`config.mk`:
```
export PLATFORM = sky130hd
export DESIGN_NAME = mi3_prep
export DESIGN_NICKNAME = d
export VERILOG_FILES = /design/src/rtl/mi3_pkg.sv /design/src/rtl/mi3_prep.sv
export SDC_FILE = /design/constraint.sdc
export NUM_CORES = 2
export LEC_CHECK = 0
export ABC_CLOCK_PERIOD_IN_PS = 5600
export BUFFER_PORTS_ARGS = -buffer_cell sky130_fd_sc_hd__buf_2
export CAP_MARGIN = 20
export CORE_AREA = 2 2 668 670
export CTS_CLUSTER_DIAMETER = 60
export CTS_CLUSTER_SIZE = 10
export DETAILED_ROUTE_END_ITERATION = 6
export DIE_AREA = 0 0 670 672
export SYNTH_ARGS = -nofsm -noshare
export SYNTH_HDL_FRONTEND = slang
export SYNTH_SLANG_ARGS = --single-unit
```
`constraint.sdc`:
```
create_clock -name clk -period 5.6 [get_ports clk]
set_input_delay 0.84 -clock clk [delete_from_list [all_inputs] [get_ports clk]]
set_output_delay 0.84 -clock clk [all_outputs]
set_load 0.05 [all_outputs]
```
`src/rtl/mi3_pkg.sv`:
```
`default_nettype none
package mi3_pkg;

	// threshold register
	localparam int TW = 32;
	localparam logic [TW-1:0] THR_RESET = 32'd281;

	// per-element flags that ride along the divider lanes
	typedef struct packed {
		logic zero;  // singular: force the element to zero
		logic neg;   // quotient sign
	} side_t;

endpackage
`default_nettype wire

```
`src/rtl/mi3_prep.sv`:
```
`default_nettype none
// Stages 6-7: magnitudes, signs, singular test, rounded numerators
module mi3_prep #(
	parameter int W  = 32,
	parameter int F  = 16,
	parameter int D  = 3*W+3,
	parameter int NW = 3*W+3
) (
	input  wire logic                    clk,
	input  wire logic [1:0]              en,
	input  wire logic signed [D-1:0]     det,
	input  wire logic signed [2*W:0]     cof [9],
	input  wire logic [mi3_pkg::TW-1:0]  thr,
	output logic [NW-1:0]                num [9],
	output logic [D-1:0]                 adet,
	output mi3_pkg::side_t               side [9]
);
	import mi3_pkg::*;

	logic [D-1:0]  adet_s6;
	logic          dneg_s6;
	logic [2*W:0]  cabs_s6 [9];
	logic          cneg_s6 [9];
	logic [NW-1:0] num_s7 [9];
	logic [D-1:0]  adet_s7;
	side_t         side_s7 [9];
	logic          zero;

	// absolute values
	always_ff @(posedge clk) begin
		if (en[0]) begin
			adet_s6 <= det[D-1] ? D'(-det) : D'(det);
			dneg_s6 <= det[D-1];
		end
	end

	for (genvar k = 0; k < 9; k++) begin : g_abs
		always_ff @(posedge clk) begin
			if (en[0]) begin
				cabs_s6[k] <= cof[k][2*W] ? (2*W+1)'(-cof[k]) : (2*W+1)'(cof[k]);
				cneg_s6[k] <= cof[k][2*W];
			end
		end
	end

	// zero determinant is always singular, as is one below the threshold
	assign zero = (adet_s6 == '0) || (adet_s6 < D'(thr));

	// inverse element (i,j) takes cofactor (j,i); numerator rounds to nearest
	for (genvar e = 0; e < 9; e++) begin : g_num
		localparam int C = (e % 3) * 3 + e / 3;
		always_ff @(posedge clk) begin
			if (en[1]) begin
				num_s7[e]       <= (NW'(cabs_s6[C]) << (2*F)) + NW'(adet_s6 >> 1);
				side_s7[e].neg  <= cneg_s6[C] ^ dneg_s6;
				side_s7[e].zero <= zero;
			end
		end
	end

	always_ff @(posedge clk) begin
		if (en[1]) begin
			adet_s7 <= adet_s6;
		end
	end

	assign num  = num_s7;
	assign adet = adet_s7;
	assign side = side_s7;
endmodule
`default_nettype wire

```
# After elaboration in Yosys (flattened, before gate mapping)
# Memories as Yosys holds them, arrays and structs flattened.
# Cells that the tools add are included.
[totals]
reg_bits = 1100
mem_bits_rw = 594
in_bits = 719
wordCells = 68
n_memories = 2
[memory_table]
columns = ["name", "depth", "width", "read_ports", "rd_clocked_by_memory_dff", "write_ports", "line_no", "text"]
rows = [
  ["cabs_s6", 9, 65, 9, 0, 9, "mi3_prep.sv:22", "logic [2*W:0] cabs_s6 [9];"],
  ["cneg_s6", 9, 1, 9, 0, 9, "mi3_prep.sv:23", "logic cneg_s6 [9];"],
]
[op_classes]
addsub = 19
order_cmp = 1
muxes = 12
bitwise = 9
n_reduce_logical = 2
[ops]
columns = ["op", "count"]
rows = [
  ["adder 97 x 98 -> 99 bit", 9],
  ["2-to-1 mux 65 bit", 9],
  ["negation 65 bit", 9],
  ["zero test 99 bit", 1],
  ["less-than comparator 99 x 32 -> 1 bit", 1],
  ["negation 99 bit", 1],
  ["2-to-1 mux 98 bit", 1],
  ["bitwise XOR 1 bit", 9],
  ["2-to-1 mux 1 bit", 2],
  ["logical OR 1 bit", 1],
]

# Depth between registers and ports, before layout
[logic_depth]
word_depth = 2
mapped_depth = 15

# Worst setup path before layout
# No wires, ideal clock.
[synth_path]
path_kind = "input to register"
from = "in cof[14] (netlist name)"
to = "mem cabs_s6[1][59] (netlist name), data pin"
arrival_time_ns = 5.115
t_required_ns = 5.339
path_slack_ns = 0.223
stages = 12
path_cell_list = "or4_4 -> or3_1 -> or3_4 -> or4_4 -> or4_4 -> buf_6 -> or4_4 -> or3_1 -> or4_4 -> or3_4 -> o41ai_4 -> xnor2_1"
[synth_rtl]
columns = ["item", "line_no", "text"]
rows = [
  ["from (decl)", "mi3_prep.sv:12", "input wire logic signed [2*W:0] cof [9],"],
  ["to (decl)", "mi3_prep.sv:22", ""],
]

# Worst setup path in the final report
[layout_path]
from = "reg adet_s6[38]"
to = "reg num_s7, in the netlist num[387], data pin"
[layout_via]
elab_chain_cells = 1
[layout_lines]
columns = ["item", "line_no", "text"]
rows = [
  ["from (decl)", "mi3_prep.sv:20", "logic [D-1:0] adet_s6;"],
  ["from (signal assigned)", "mi3_prep.sv:32", "adet_s6 <= det[D-1] ? D'(-det) : D'(det);"],
  ["adder 97 x 98 -> 99 bit", "mi3_prep.sv:54", "num_s7[e] <= (NW'(cabs_s6[C]) << (2*F)) + NW'(adet_s6 >> 1);"],
  ["to (signal, indexed assignment)", "mi3_prep.sv:54", ""],
  ["to (decl)", "mi3_prep.sv:24", "logic [NW-1:0] num_s7 [9];"],
]
# Every way passes these cells.
# A chain may end at the register's enable or synchronous reset.

==> results.json <==
{
  "drt_drc_violations_left": 0,
  "worst_slew_margin_rel_pct": 20.18,
  "drt_first_iter_violations": 8377,
  "cp_common_cell": "sky130_fd_sc_hd__buf_4",
  "min_path_type": "input pin to register",
  "cts.repair_timing.setup_buffer_count": 0,
  "outcome": "finished, final reports clean",
  "antenna_found_initial": 299,
  "cell_class_contributing_the_biggest_share_of_worst_path_delay": "compound AO/OA/AOI/OAI gates",
  "critPathArrivalTime_ns": 5.73,
  "power.share.clock_pct": 28.2,
  "cp.buffers_inverters": 3,
  "finalHoldViolCount": 0,
  "ir_drop_mv": 0.2560,
  "min_period_ns": 5.083,
  "dieWidth_um": 670,
  "synth-edff-count": 1406,
  "maxClockFrequency_mhz": 196.7,
  "share_comb_of_total_power_pct": 40.3,
  "final_layout_size_suffix_gt1_share_pct": 22.66,
  "synth_cell_type_count": 80,
  "end_kind": "register",
  "io_buffer_count": 1726,
  "wl_per_cell_um": 32.22,
  "global_route.usage.total_pct": 22.95,
  "dpl.hpwl_mm": 439.8,
  "final_util_pct": 26.09,
  "num_vias": 82490,
  "global_route_total_overflow": 0,
  "synth_area_leader_cell": "sky130_fd_sc_hd__edfxtp_1",
  "postSynthNetCount": 10220,
  "filler_cell_count": 47330,
  "cp_data_required_time_ns": 6.25,
  "fin_worst_skew_ns": 0.06254,
  "ys.warnings.count": 0,
  "finalWirelength_mm": 539.9,
  "power_density_nw_per_um2": 417.0,
  "synthArstFlopShare_pct": 0,
  "maxCapViolCount": 0,
  "switching_share_pct": 43.17,
  "finalPower_mw": 48.25,
  "synthToLayoutAreaGrowth_pct": 24.64,
  "post_cts_hold_buffer_count": 0,
  "rsz_0062_raised_after_global_routing": "no",
  "ant_nets": 0,
  "power.share.sequential_pct": 31.5,
  "yosys_register_bits": 1406,
  "max_slew.worst_pin.slew_ns": 1.197,
  "dieArea_um2": 450200,
  "synth.avg_cell_area_um2": 10.47,
  "ys_top_cells_by_area": "sky130_fd_sc_hd__edfxtp_1, sky130_fd_sc_hd__xnor2_1, sky130_fd_sc_hd__ha_1, sky130_fd_sc_hd__a21oi_1, sky130_fd_sc_hd__o21ai_0",
  "cts_tree": "yes",
  "clockBufferDepth": 4,
  "rows": 245,
  "synth-seq-area-share_pct": 45.48,
  "worst_path_largest_cell_delay_ns": 0.78,
  "power.leakage_nw": 44.84,
  "globalplace.congestion": 0.9694,
  "cp_cell_sequence": "buf_4 > ha_1 > o211ai_1 > a21oi_1 > nor4_1 > buf_4 > o21bai_1 > a31oi_1 > buf_4 > o31ai_1 > a31oi_1 > o211ai_1 > a21boi_0 > o21ai_0 > xor2_1",
  "post_synth_instance_area_um2": 92840,
  "start_util_pct": 20.93,
  "crit_fanout": 5,
  "post_cts.resized_instances": 0,
  "cts.sinks": 1406,
  "number_of_global_route_vias_before_repair": 76420,
  "power.net_switching_mw": 20.83,
  "slew_violations": 0,
  "clk-insertion-delay-late_ns": 0.93,
  "first_pass_iters": 6,
  "clk_transition_reported_paths_ns": 0.06,
  "die_height_um": 672,
  "grt_start_max_net_pins": 134,
  "cts_bufs_inserted": 217,
  "cts_root_buf": "sky130_fd_sc_hd__clkbuf_16",
  "nNetsFinal": 11840,
  "ios": 1727,
  "final-setup-viol-count": 0,
  "netlist_instances": 8867,
  "critPathSlowestCell": "sky130_fd_sc_hd__edfxtp_1",
  "placeableCoreArea_um2": 443600,
  "synth_flop_cell": "sky130_fd_sc_hd__edfxtp_1",
  "avgViaCountPerCell": 4.923,
  "critical_path_type": "register to register",
  "yosysTopAreaCellShare_pct": 45.48,
  "min_period_over_period_pct": 90.76,
  "power_report.internal_total_mw": 27.42,
  "worstSetupStartpointType": "register",
  "cts_htree_levels": 4,
  "grt_pass1_wl_mm": 700.3
}
## cell families after synthesis
| kind of cell | count (synthesis) | synth area share, % |
|---|---|---|
| AOI/OAI and AO/OA | 2565 | 17.67 |
| DFF | 1406 | 45.48 |
| adders and majority gates | 635 | 8.631 |
| and+or+nand+nor | 2179 | 11.97 |
| xor gates and xnor gates | 1228 | 11.59 |
| muxes | 1 | 0.01078 |
| buffers and inverters | 853 | 4.654 |
## path summary, 6_finish.rpt
path | startpoint | cells after the start | end | slack (ns)
setup / recovery | adet_s6[38] | 15 | num[387] | 0.52
hold / removal | cof[325] | 1 | cabs_s6[0][195] | 0.14
setup reg to reg | adet_s6[38] | 15 | num[387] | 0.52
hold reg to reg | adet_s6[19] | 0 | num[117] | 0.50
## state kept, by name, indices dropped and copies added (netlist names)
register and cells:
dneg_s6 1, adet_s6 99, side 10, cneg_s6 9, num 635, adet 67
cabs_s6 585
## final cells by class
type | count | area [µm²] | share of cell area (%)
repair buffers | 2004 | 11340 | 9.799
multi-input cells | 6608 | 46310 | 40.02
clock inverters | 123 | 1469 | 1.269
inverters | 250 | 938.4 | 0.8110
diodes | 204 | 510.5 | 0.4412
flip-flops and latches | 1406 | 42220 | 36.49
well taps | 5928 | 7417 | 6.410
clock buffers | 233 | 5512 | 4.763
## per-layer routing
metal	routed length [µm]	vias to the layer above	GRT usage, %
li1	-	36680	-
met1	220200	40670	28.52
met2	243800	4130	36.20
met3	42620	964	5.578
met4	32880	56	13.28
met5	342	-	0
## stage by stage
stage          setup TNS (ns)  area, µm²  hold slack [ns]  setup slack (ns)  cells
2_1_floorplan               0      92840           0.4278            0.2232   8867
3_3_place_gp           -1.223     108100           0.4860           -0.2688  16190
3_5_place_dp          -0.9460     108200           0.4878           -0.2217  16200
4_1_cts                     0     115200         0.004915            0.3578  16550
5_1_grt                     0     115400          0.06309            0.1532  16630
6_report                    0     115700           0.1408            0.5173  16760
## layout by cell type, fill, tap and decap left out, drive strengths merged, types with 20 or more instances in the layout
| cell type | Yosys | routed |
|---|---|---|
| o41ai | 105 | 105 |
| nand2b | 84 | 84 |
| nand3 | 113 | 113 |
| or3 | 125 | 125 |
| or4 | 124 | 124 |
| buf | 300 | 2004 |
| nand4 | 208 | 208 |
| a21o | 369 | 369 |
| or2 | 49 | 49 |
| xor2 | 232 | 232 |
| nor2 | 366 | 366 |
| o31ai | 217 | 217 |
| a221oi | 21 | 21 |
| clkbuf | 303 | 233 |
| o211ai | 29 | 29 |
| and3 | 55 | 55 |
| nor4 | 95 | 95 |
| and4 | 20 | 20 |
| diode | 0 | 204 |
| ha | 626 | 626 |
| a21boi | 28 | 28 |
| clkinv | 0 | 56 |
| a21oi | 716 | 716 |
| bufinv | 0 | 21 |
| o21bai | 135 | 135 |
| xnor2 | 996 | 996 |
| nor3 | 120 | 120 |
| nand2 | 661 | 661 |
| edfxtp | 1406 | 1406 |
| a211oi | 49 | 49 |
| o21ai | 579 | 579 |
| and2 | 43 | 43 |
| inv | 250 | 286 |
| a31oi | 66 | 66 |
| o21a | 76 | 76 |
| nor2b | 68 | 68 |
## cell usage after synthesis, drive strengths merged (66+ instances only)
library cell  number
a21o             369
o41ai            105
nand2            661
or3              125
nor2b             68
xnor2            996
inv              250
nand2b            84
o21bai           135
or4              124
nor4              95
a31oi             66
xor2             232
nor3             120
nor2             366
o21ai            579
nand4            208
edfxtp          1406
ha               626
clkbuf           303
a21oi            716
o31ai            217
buf              300
nand3            113
o21a              76
## power by group through the flow
stage | Sequential (mW) | Clock [mW] | Combinational [mW]
floorplan | 19.0 | 0 | 8.07
global placement | 15.4 | 0 | 19.4
detailed placement | 15.4 | 0 | 19.4
CTS | 15.2 | 14.0 | 19.5
global route | 15.3 | 14.3 | 20.6
finish | 15.2 | 13.6 | 19.5
Power figures use the tool's default switching activity.
